===== config.mk =====
export PLATFORM = sky130hd
export DESIGN_NAME = gzip_member_header_parser
export DESIGN_NICKNAME = d
export VERILOG_FILES = /design/src/rtl/core/gmhp_pkg.sv /design/src/rtl/core/gzip_member_header_parser.sv /design/src/rtl/core/gmhp_step.sv
export SDC_FILE = /design/constraint.sdc
export NUM_CORES = 1
export LEC_CHECK = 0
export BUFFER_PORTS_ARGS = -buffer_cell sky130_fd_sc_hd__buf_2
export CAP_MARGIN = 10
export CORE_MARGIN = 4
export CORE_UTILIZATION = 59
export CTS_CLUSTER_DIAMETER = 150
export CTS_CLUSTER_SIZE = 10
export DETAILED_ROUTE_END_ITERATION = 16
export PLACE_DENSITY = 0.8
export SETUP_SLACK_MARGIN = 0.5
export SLEW_MARGIN = 20
export SYNTH_ARGS = -nofsm -noshare
export SYNTH_HDL_FRONTEND = slang
export SYNTH_SLANG_ARGS = --single-unit
export TNS_END_PERCENT = 1

===== constraint.sdc =====
create_clock -name clock -period 4.1 [get_ports clock]
set_clock_uncertainty 0.05 [all_clocks]
set_input_delay 0.205 -clock clock [delete_from_list [all_inputs] [get_ports clock]]
set_output_delay 0.205 -clock clock [all_outputs]
set_load 0.01 [all_outputs]

===== src/rtl/core/gmhp_pkg.sv =====
`timescale 1ns / 1ps

package gmhp_pkg;

   localparam int ByteWidth  = 8;
   localparam int TimeWidth  = 32;
   localparam int XlenWidth  = 16;
   localparam int KindWidth  = 3;
   localparam int RspDataWidth = 2 * ByteWidth + TimeWidth;

   localparam logic [ByteWidth-1:0] MAGIC1_BYTE = 8'h1f;
   localparam logic [ByteWidth-1:0] MAGIC2_BYTE = 8'h8b;
   localparam logic [ByteWidth-1:0] METHOD_DEFLATE = 8'h08;

   localparam logic [ByteWidth-1:0] FL_HCRC    = 8'h02;
   localparam logic [ByteWidth-1:0] FL_EXTRA   = 8'h04;
   localparam logic [ByteWidth-1:0] FL_NAME    = 8'h08;
   localparam logic [ByteWidth-1:0] FL_COMMENT = 8'h10;

   typedef enum logic [3:0] {
      PH_MAGIC1   = 4'd0,
      PH_MAGIC2   = 4'd1,
      PH_METHOD   = 4'd2,
      PH_FLAGS    = 4'd3,
      PH_MTIME    = 4'd4,
      PH_XFL      = 4'd5,
      PH_OS       = 4'd6,
      PH_XLEN     = 4'd7,
      PH_EXTRA    = 4'd8,
      PH_NAME     = 4'd9,
      PH_COMMENT  = 4'd10,
      PH_HCRC     = 4'd11,
      PH_PAYLOAD  = 4'd12,
      PH_BADMAGIC = 4'd13,
      PH_BADMETH  = 4'd14
   } phase_type;

   typedef enum logic [KindWidth-1:0] {
      KIND_HDR      = 3'd0,
      KIND_NAME     = 3'd1,
      KIND_DONE     = 3'd2,
      KIND_BADMAGIC = 3'd3,
      KIND_BADMETH  = 3'd4,
      KIND_PAYLOAD  = 3'd5
   } kind_type;

   typedef struct packed {
      phase_type              phase;
      logic [ByteWidth-1:0]   flags;
      logic [TimeWidth-1:0]   mtime;
      logic [1:0]             byte_count;
      logic [XlenWidth-1:0]   extra_left;
   } state_type;

   localparam state_type STATE_RESET = '{
      phase:      PH_MAGIC1,
      flags:      '0,
      mtime:      '0,
      byte_count: '0,
      extra_left: '0
   };

   // First enabled optional section strictly after the one just done.
   function automatic phase_type section_after(input phase_type done,
                                               input logic [ByteWidth-1:0] flags);
      phase_type nxt;
      nxt = PH_PAYLOAD;
      if (done < PH_HCRC && (flags & FL_HCRC) != '0) nxt = PH_HCRC;
      if (done < PH_COMMENT && (flags & FL_COMMENT) != '0) nxt = PH_COMMENT;
      if (done < PH_NAME && (flags & FL_NAME) != '0) nxt = PH_NAME;
      if (done < PH_XLEN && (flags & FL_EXTRA) != '0) nxt = PH_XLEN;
      return nxt;
   endfunction

endpackage


===== src/rtl/core/gzip_member_header_parser.sv =====
`timescale 1ns / 1ps

// Channel   Direction  Ports                       Contents
// req       in         req_tvalid/tready/tdata/tuser  one stream byte, restart flag
// rsp       out        rsp_tvalid/tready/tdata/tuser  kind, data, flags, mtime
//
// One word in, one word out. A word accepted at a clock edge has its result
// registered at that same edge, where the consumer can take it;
// a new word is taken every cycle while no stalled result waits.
// The single result register sets the rate: req_tready is low only while
// a result waits and the consumer stalls it.
// Reset (synchronous, active high) drops any pending result and returns
// the parser to expecting the first magic byte; a word with restart set
// is parsed as that first byte, and a pending result is kept.
module gzip_member_header_parser
   import gmhp_pkg::*;
(
   input  logic                     clock,
   input  logic                     reset,
   input  logic                     req_tvalid,
   output logic                     req_tready,
   input  logic [ByteWidth-1:0]     req_tdata,   // [7:0] in_byte
   input  logic [0:0]               req_tuser,   // [0] restart
   output logic                     rsp_tvalid,
   input  logic                     rsp_tready,
   output logic [RspDataWidth-1:0]  rsp_tdata,   // [7:0] data_out, [15:8] flags_out,
                                                 // [47:16] mtime_out
   output logic [KindWidth-1:0]     rsp_tuser    // [2:0] kind
);

   state_type            state_ff, state_in;
   kind_type             kind_in;
   logic [ByteWidth-1:0] data_in;

   logic                    rsp_valid_ff, rsp_valid_in;
   kind_type                rsp_kind_ff, rsp_kind_in;
   logic [RspDataWidth-1:0] rsp_data_ff, rsp_data_in;

   logic req_accept;

   // Take a word whenever the result slot is empty or being drained.
   assign req_tready = !rsp_valid_ff || rsp_tready;
   assign req_accept = req_tvalid && req_tready;

   gmhp_step u_step (
      .state_cur (state_ff),
      .in_byte   (req_tdata),
      .restart   (req_tuser[0]),
      .state_nxt (state_in),
      .kind      (kind_in),
      .data_out  (data_in)
   );

   always_comb begin
      rsp_valid_in = rsp_valid_ff;
      rsp_kind_in  = rsp_kind_ff;
      rsp_data_in  = rsp_data_ff;
      if (rsp_valid_ff && rsp_tready) rsp_valid_in = 1'b0;
      if (req_accept) begin
         rsp_valid_in = 1'b1;
         rsp_kind_in  = kind_in;
         // flags and mtime show the state after this word
         rsp_data_in  = {state_in.mtime, state_in.flags, data_in};
      end
   end

   always_ff @(posedge clock) begin
      if (reset) begin
         state_ff     <= STATE_RESET;
         rsp_valid_ff <= 1'b0;
      end else begin
         if (req_accept) state_ff <= state_in;
         rsp_valid_ff <= rsp_valid_in;
      end
   end

   // Payload registers: no reset needed.
   always_ff @(posedge clock) begin
      rsp_kind_ff <= rsp_kind_in;
      rsp_data_ff <= rsp_data_in;
   end

   assign rsp_tvalid = rsp_valid_ff;
   assign rsp_tuser  = rsp_kind_ff;
   assign rsp_tdata  = rsp_data_ff;

   // An accepted word always leaves a result behind it.
   assert property (@(posedge clock) disable iff (reset)
      req_accept |=> rsp_valid_ff)
      else $error("accepted word produced no result");

   // A stalled result blocks the input side.
   assert property (@(posedge clock) disable iff (reset)
      (rsp_valid_ff && !rsp_tready) |-> !req_tready)
      else $error("input accepted over a stalled result");

   // Once in payload, bytes stay payload until restart.
   assert property (@(posedge clock) disable iff (reset)
      (req_accept && !req_tuser[0] && state_ff.phase == PH_PAYLOAD)
         |=> (rsp_kind_ff == KIND_PAYLOAD))
      else $error("payload phase left without restart");

   // Bad magic is sticky until restart.
   assert property (@(posedge clock) disable iff (reset)
      (req_accept && !req_tuser[0] && state_ff.phase == PH_BADMAGIC)
         |=> (rsp_kind_ff == KIND_BADMAGIC && rsp_data_ff[ByteWidth-1:0] == '0))
      else $error("bad magic error not held");

endmodule


===== src/rtl/core/gmhp_step.sv =====
`timescale 1ns / 1ps

module gmhp_step
   import gmhp_pkg::*;
(
   input  state_type            state_cur,
   input  logic [ByteWidth-1:0] in_byte,
   input  logic                 restart,
   output state_type            state_nxt,
   output kind_type             kind,
   output logic [ByteWidth-1:0] data_out
);

   state_type cur;

   always_comb begin
      cur       = restart ? STATE_RESET : state_cur;
      state_nxt = cur;
      kind      = KIND_HDR;
      data_out  = '0;

      case (cur.phase)
         PH_MAGIC1: begin
            if (in_byte == MAGIC1_BYTE) begin
               state_nxt.phase = PH_MAGIC2;
            end else begin
               state_nxt.phase = PH_BADMAGIC;
               kind            = KIND_BADMAGIC;
            end
         end
         PH_MAGIC2: begin
            if (in_byte == MAGIC2_BYTE) begin
               state_nxt.phase = PH_METHOD;
            end else begin
               state_nxt.phase = PH_BADMAGIC;
               kind            = KIND_BADMAGIC;
            end
         end
         PH_METHOD: begin
            if (in_byte == METHOD_DEFLATE) begin
               state_nxt.phase = PH_FLAGS;
            end else begin
               state_nxt.phase = PH_BADMETH;
               kind            = KIND_BADMETH;
            end
         end
         PH_FLAGS: begin
            state_nxt.flags      = in_byte;
            state_nxt.mtime      = '0;
            state_nxt.byte_count = '0;
            state_nxt.phase      = PH_MTIME;
         end
         PH_MTIME: begin
            // merge this byte into its little-endian lane
            case (cur.byte_count)
               2'd0:    state_nxt.mtime[7:0]   = cur.mtime[7:0]   | in_byte;
               2'd1:    state_nxt.mtime[15:8]  = cur.mtime[15:8]  | in_byte;
               2'd2:    state_nxt.mtime[23:16] = cur.mtime[23:16] | in_byte;
               default: state_nxt.mtime[31:24] = cur.mtime[31:24] | in_byte;
            endcase
            state_nxt.byte_count = cur.byte_count + 2'd1;
            if (cur.byte_count == 2'd3) state_nxt.phase = PH_XFL;
         end
         PH_XFL: begin
            state_nxt.phase = PH_OS;
         end
         PH_OS: begin
            state_nxt.phase      = section_after(PH_OS, cur.flags);
            state_nxt.byte_count = '0;
            if (state_nxt.phase == PH_PAYLOAD) kind = KIND_DONE;
         end
         PH_XLEN: begin
            if (cur.byte_count == 2'd0) begin
               state_nxt.extra_left = {{(XlenWidth-ByteWidth){1'b0}}, in_byte};
               state_nxt.byte_count = 2'd1;
            end else begin
               state_nxt.extra_left = {in_byte, cur.extra_left[ByteWidth-1:0]};
               state_nxt.byte_count = '0;
               if (state_nxt.extra_left == '0) begin
                  state_nxt.phase = section_after(PH_EXTRA, cur.flags);
                  if (state_nxt.phase == PH_PAYLOAD) kind = KIND_DONE;
               end else begin
                  state_nxt.phase = PH_EXTRA;
               end
            end
         end
         PH_EXTRA: begin
            state_nxt.extra_left = cur.extra_left - 16'd1;
            if (state_nxt.extra_left == '0) begin
               state_nxt.phase      = section_after(PH_EXTRA, cur.flags);
               state_nxt.byte_count = '0;
               if (state_nxt.phase == PH_PAYLOAD) kind = KIND_DONE;
            end
         end
         PH_NAME: begin
            if (in_byte == '0) begin
               state_nxt.phase      = section_after(PH_NAME, cur.flags);
               state_nxt.byte_count = '0;
               if (state_nxt.phase == PH_PAYLOAD) kind = KIND_DONE;
            end else begin
               kind     = KIND_NAME;
               data_out = in_byte;
            end
         end
         PH_COMMENT: begin
            if (in_byte == '0) begin
               state_nxt.phase      = section_after(PH_COMMENT, cur.flags);
               state_nxt.byte_count = '0;
               if (state_nxt.phase == PH_PAYLOAD) kind = KIND_DONE;
            end
         end
         PH_HCRC: begin
            if (cur.byte_count == 2'd0) begin
               state_nxt.byte_count = 2'd1;
            end else begin
               state_nxt.phase      = section_after(PH_HCRC, cur.flags);
               state_nxt.byte_count = '0;
               if (state_nxt.phase == PH_PAYLOAD) kind = KIND_DONE;
            end
         end
         PH_PAYLOAD: begin
            kind     = KIND_PAYLOAD;
            data_out = in_byte;
         end
         PH_BADMAGIC: begin
            kind = KIND_BADMAGIC;
         end
         default: begin
            state_nxt.phase = PH_BADMETH;
            kind            = KIND_BADMETH;
         end
      endcase
   end

endmodule


Word-level counts from Yosys, hierarchy flattened
Cells that the tools add are included.
- bitwise operators: 4
- equality and inequality tests: 24
- add/sub/neg operators: 2
- reduce and logical (&&, ||, !) cells: 15
- mux-type cells: 57
- operators with widths (operator ; count):
    $mux W4 ; 22
    $pmux W32 S2 ; 1
    $mux W62 ; 1
    $pmux W4 S13 ; 1
    $mux W8 ; 6
    $eq A4 B4 Y1 const B ; 11
    $pmux W3 S12 ; 1
    $logic_not A16 Y1 ; 2
    $or A8 B8 Y8 ; 4
    $pmux W16 S2 ; 1
    $mux W2 ; 12
    $mux W3 ; 6
    $mux W17 ; 1
    $eq A4 B3 Y1 const B ; 4
    $pmux W8 S2 ; 1
    $sub A16 B1 Y16 const B ; 1
    $pmux W2 S6 ; 1
    $eq A4 B2 Y1 const B ; 2
    $eq A8 B4 Y1 const B ; 1
    $eq A8 B5 Y1 const B ; 1
    $eq A8 B8 Y1 const B ; 1
    $logic_not A8 Y1 ; 1
    $reduce_or A2 Y1 ; 3
    $reduce_or A3 Y1 ; 2
    11 further kinds ; 15
- bits of input ports: 13
- bits in registers: 114
- word-level logic and storage cells: 110

Depth between registers and ports, before layout
- word-level depth: 12
- gate-level depth with buffers: 12
- depth with buffers taken out: 10

Modules after synthesis
From an unflattened synthesis, not the netlist that was laid out.
- cells, all modules: 715
- area, all modules: 6668.9 um^2
- modules (own cells, without submodules) (module ; cells each ; sequential area each (um^2) ; area each (um^2) ; times used):
    gzip_member_header_parser ; 339 ; 2792.7 ; 4421.7 ; 1
    gmhp_step ; 376 ; 0.0 ; 2247.2 ; 1

Worst setup path after synthesis
OpenSTA, ideal clock, no wires.
- kind: register to register
- start point: register rsp_valid_ff (netlist: rsp_tvalid)
- end point: register rsp_data_ff[0] (netlist: rsp_tdata[0]), enable pin
- setup time: 0.435 ns
- required time: 3.615 ns
- period minus slack after synthesis: 3.188 ns
- stages on the path, launching flop included: 6
- arrival: 2.703 ns
- buffers on the path: 2
- slack: 0.912 ns
- cells stage by stage: dfxtp_1 nand2b_1 nand2_1 inv_1 clkbuf_1 buf_1
- word-level cells in the longest chain between the ends: 3
- ends and longest elaborated chain (element ; line ; RTL):
    start: declaration ; gzip_member_header_parser.sv:35 ; logic rsp_valid_ff, rsp_valid_in;
    start signal: assignment ; gzip_member_header_parser.sv:73 ; rsp_valid_ff <= rsp_valid_in;
    $logic_not A1 Y1 ; gzip_member_header_parser.sv:42 ; assign req_tready = !rsp_valid_ff || rsp_tready;
    $logic_or A1 B1 Y1 ; gzip_member_header_parser.sv:42 ;
    via req_tready ; gzip_member_header_parser.sv:21 ; output logic req_tready,
    $logic_and A1 B1 Y1 ; gzip_member_header_parser.sv:43 ; assign req_accept = req_tvalid && req_tready;
    via req_accept ; gzip_member_header_parser.sv:39 ; logic req_accept;
    end signal: assignment ; gzip_member_header_parser.sv:80 ; rsp_data_ff <= rsp_data_in;
    end: declaration ; gzip_member_header_parser.sv:37 ; logic [RspDataWidth-1:0] rsp_data_ff, rsp_data_in;
The timed path passes the listed nets, and every way through them passes these cells.
A chain may end at the register's enable or synchronous reset.

==> impl_results.md <==
* Status: finished, final reports clean
* DRC at 0
* Worst Path Arrival at 3.32 ns
* Yosys cell types at 69
* Largest net degree at the start of global routing at 52
* Share of layout cells above drive strength 1 at 0.188
* Max VDD drop at 0.262 mV
* Slew @ Worst Pin at 1.01 ns
* Data required, critical path at 4.50 ns
* Fill cells at 742
* Critical path capture point type: register
* CTS tree: yes
* Final cell utilization of the core at 0.708
* CP max FO at 27
* Ports at 66
* Fraction of the mapped netlist area in simple logic gates at 0.246
* Ys flop type: dfxtp_1
* Worst-skew pair later-pin latency at 0.54 ns
* Worst-case clock buffer depth at 2
* Most common cell after layout, fill and taps aside: nand2_1
* Worst reg2reg endpoint: state_ff[19]
* Worst Hold Depth at 3
* Initial antenna violation count at 0
* Setup CP Type: register to register
* Die width at 108 um
* Clk sinks at 114
* Core area at 9770 um^2
* Drt wl/cell at 19.6 um
* First-pass GRT wire length at 26.9 mm
* Sequential share of the synthesized area at 0.472
* Mean Syn Cell Area at 8.73 um^2
* Pre-antenna DRT Iters at 6
* Aggregate negative setup slack at 0 ns
* #FFs+latches synth at 114
* Post-Syn Area at 5920 um^2
* Worst Hold Class: primary input to register
* Syn. warnings at 0
* RSZ-0062 raised after global routing: false
* Via count at 5534
* HPWL Detailed at 10.6 mm
* Rel. slew slack at 0.323
* GRT overflow at 0
* Post-synth EDFFs at 51
* Initial core utilization at 0.606
* Via/cell ratio at 6.38
* Clk Tree Root Cell: clkbuf_8
* Routed WL at 17.0 mm
* Fin. max-slew vios at 0
* Worst setup SP type: register
* Synth async-reset ratio at 0
* Pwr dens at 461 nW/um^2
* Setup bufs post-CTS at 0
* Fmax at 343 MHz
* H-tree Lvls at 4
* Hold path startpoint: rsp_tready
* Final setup fails at 0
* Mux cell area share after synthesis at 0.00719
* Post-Synth Adder-Cell Area at 0.0169
* Main combinational cell family by area after synthesis: simple AND/OR/NAND/NOR gates
* Setup slack, reg-to-reg at 1.18 ns
* Die Footprint at 11700 um^2
* Die height at 108 um
* Commonest cells after routing, fill and taps aside: nand2_1 (101), nor2_1 (92), buf_2 (65), dfxtp_1 (63), edfxtp_1 (51)
* Total GRT Usage at 0.301
* Pleak at 2.62 nW
* WHS Endpoint: rsp_tvalid
* Area Growth Syn to Fin at 16.8%
* Min Tclk post-route at 2.92 ns
* Complex-gate fraction of the synthesized area at 0.199
* Worst reg-to-reg path cell count at 7
* Vias in the first global route at 5068
* Fin nets at 742
* # diodes at 0
* Clk slew on worst S/H paths at 0.06 ns
* DRT iter0 DRCs at 521
* CTS buffer count at 17
* XOR/XNOR Fraction of Synth Area at 0.0133
* Post-synth net total at 699
* Fin crit share at 0.712
* GP Congestion at 0.959
* FF-to-FF Start: state_ff[58]
* Syn Inst Count at 678
* Fin. Hold Viols at 0
* Final antenna-violating net count at 0
* Max-capacitance violation count at 0
* Port bufs at 65
* Rows at 36
[synth_stat cells (6+ instances only)]
cell type	n	area, um^2
clkbuf_1	46	173
a22o_1	13	114
nand2b_1	9	56.3
nor4_1	8	50.1
dfxtp_1	63	1260
nor2b_1	7	43.8
xnor2_1	6	52.6
and2_1	9	56.3
a32oi_1	6	52.6
o211ai_1	9	67.6
inv_1	11	41.3
nor2_1	92	345
ha_1	8	100
a21oi_1	45	225
a211oi_1	6	45.0
buf_1	6	22.5
o21ai_0	21	105
edfxtp_1	51	1530
nand3_1	10	50.1
a22oi_1	22	165
nor3_1	31	155
nand2_1	101	379
[worst max-delay path: stages (launching register included)]
cell,delay (ns)
dfxtp_1,0.57
nand2b_1,0.53
nor2_1,0.10
buf_4,0.25
nor2_1,0.78
a22o_1,0.30
nor2_1,0.06
nor3_1,0.17
[through the flow]
| step | power (mW) | hold slack (ns) | cells | setup slack, ns | cell area, um^2 |
|---|---|---|---|---|---|
| floorplan | 1.53 | 0.284 | 678 | 0.912 | 5920 |
| detailed placement | 1.64 | 0.400 | 834 | 1.21 | 6290 |
| CTS | 3.18 | 0.0144 | 867 | 1.26 | 6920 |
| finish | 3.19 | 0.0171 | 867 | 1.18 | 6920 |
| global route | 3.28 | 0.0356 | 867 | 1.07 | 6920 |
| global placement | 1.63 | 0.392 | 834 | 1.36 | 6290 |
[area by class of cell]
| type | count | area [um^2] | share of cell area |
|---|---|---|---|
| multi-input combinational | 497 | 2850 | 0.413 |
| sequential | 114 | 2790 | 0.404 |
| timing repair buffer | 80 | 440 | 0.0637 |
| clock buffer | 18 | 418 | 0.0604 |
| clock inverter | 14 | 203 | 0.0293 |
| tap | 133 | 166 | 0.0241 |
| inverter | 11 | 42.5 | 0.00615 |
[logic make-up after synthesis]
logic type      count (synthesis)
flops                         114
compound gates                168
simple gates                  308
fa+ha+maj                       8
xor+xnor                        9
buf+inv                        67
mux                             4
[where the power goes]
group / switching, mW / internal, mW
Clock: 0.565 / 0.997
Sequential: 0.0359 / 1.24
Combinational: 0.235 / 0.118
Total: 0.837 / 2.35
[worst max-delay path by stage]
stage,slack [ns],end,from,cells after the start
final,1.18,state_ff[19],state_ff[58],7
after global placement,1.36,rsp_tuser[1],req_tuser,11
after floorplan,0.91,rsp_tdata[0],rsp_tvalid,5
after detailed placement,1.21,rsp_tuser[1],req_tuser,11
after CTS,1.26,state_ff[19],state_ff[58],7
after global routing,1.07,state_ff[19],state_ff[58],7
[timing repair]
action / CTS / global route
resized for setup: 0 / 0
endpoints found under the hold margin: 1 / 0
hold buffers: 1 / 0
[per-layer routing]
layer	track usage	routed length, um	share of wire	vias up
met2	0.484	8190	0.48	320
li1	-	-	-	2541
met1	0.387	6710	0.39	2623
met5	0	0	0	-
met3	0.0681	1590	0.094	50
met4	0.138	528	0.031	0
[flip-flops by register name, indices dropped and copies added (netlist names)]
name	flops
rsp_tdata	48
state_ff	62
rsp_tvalid	1
rsp_tuser	3
Power figures use the tool's default switching activity.
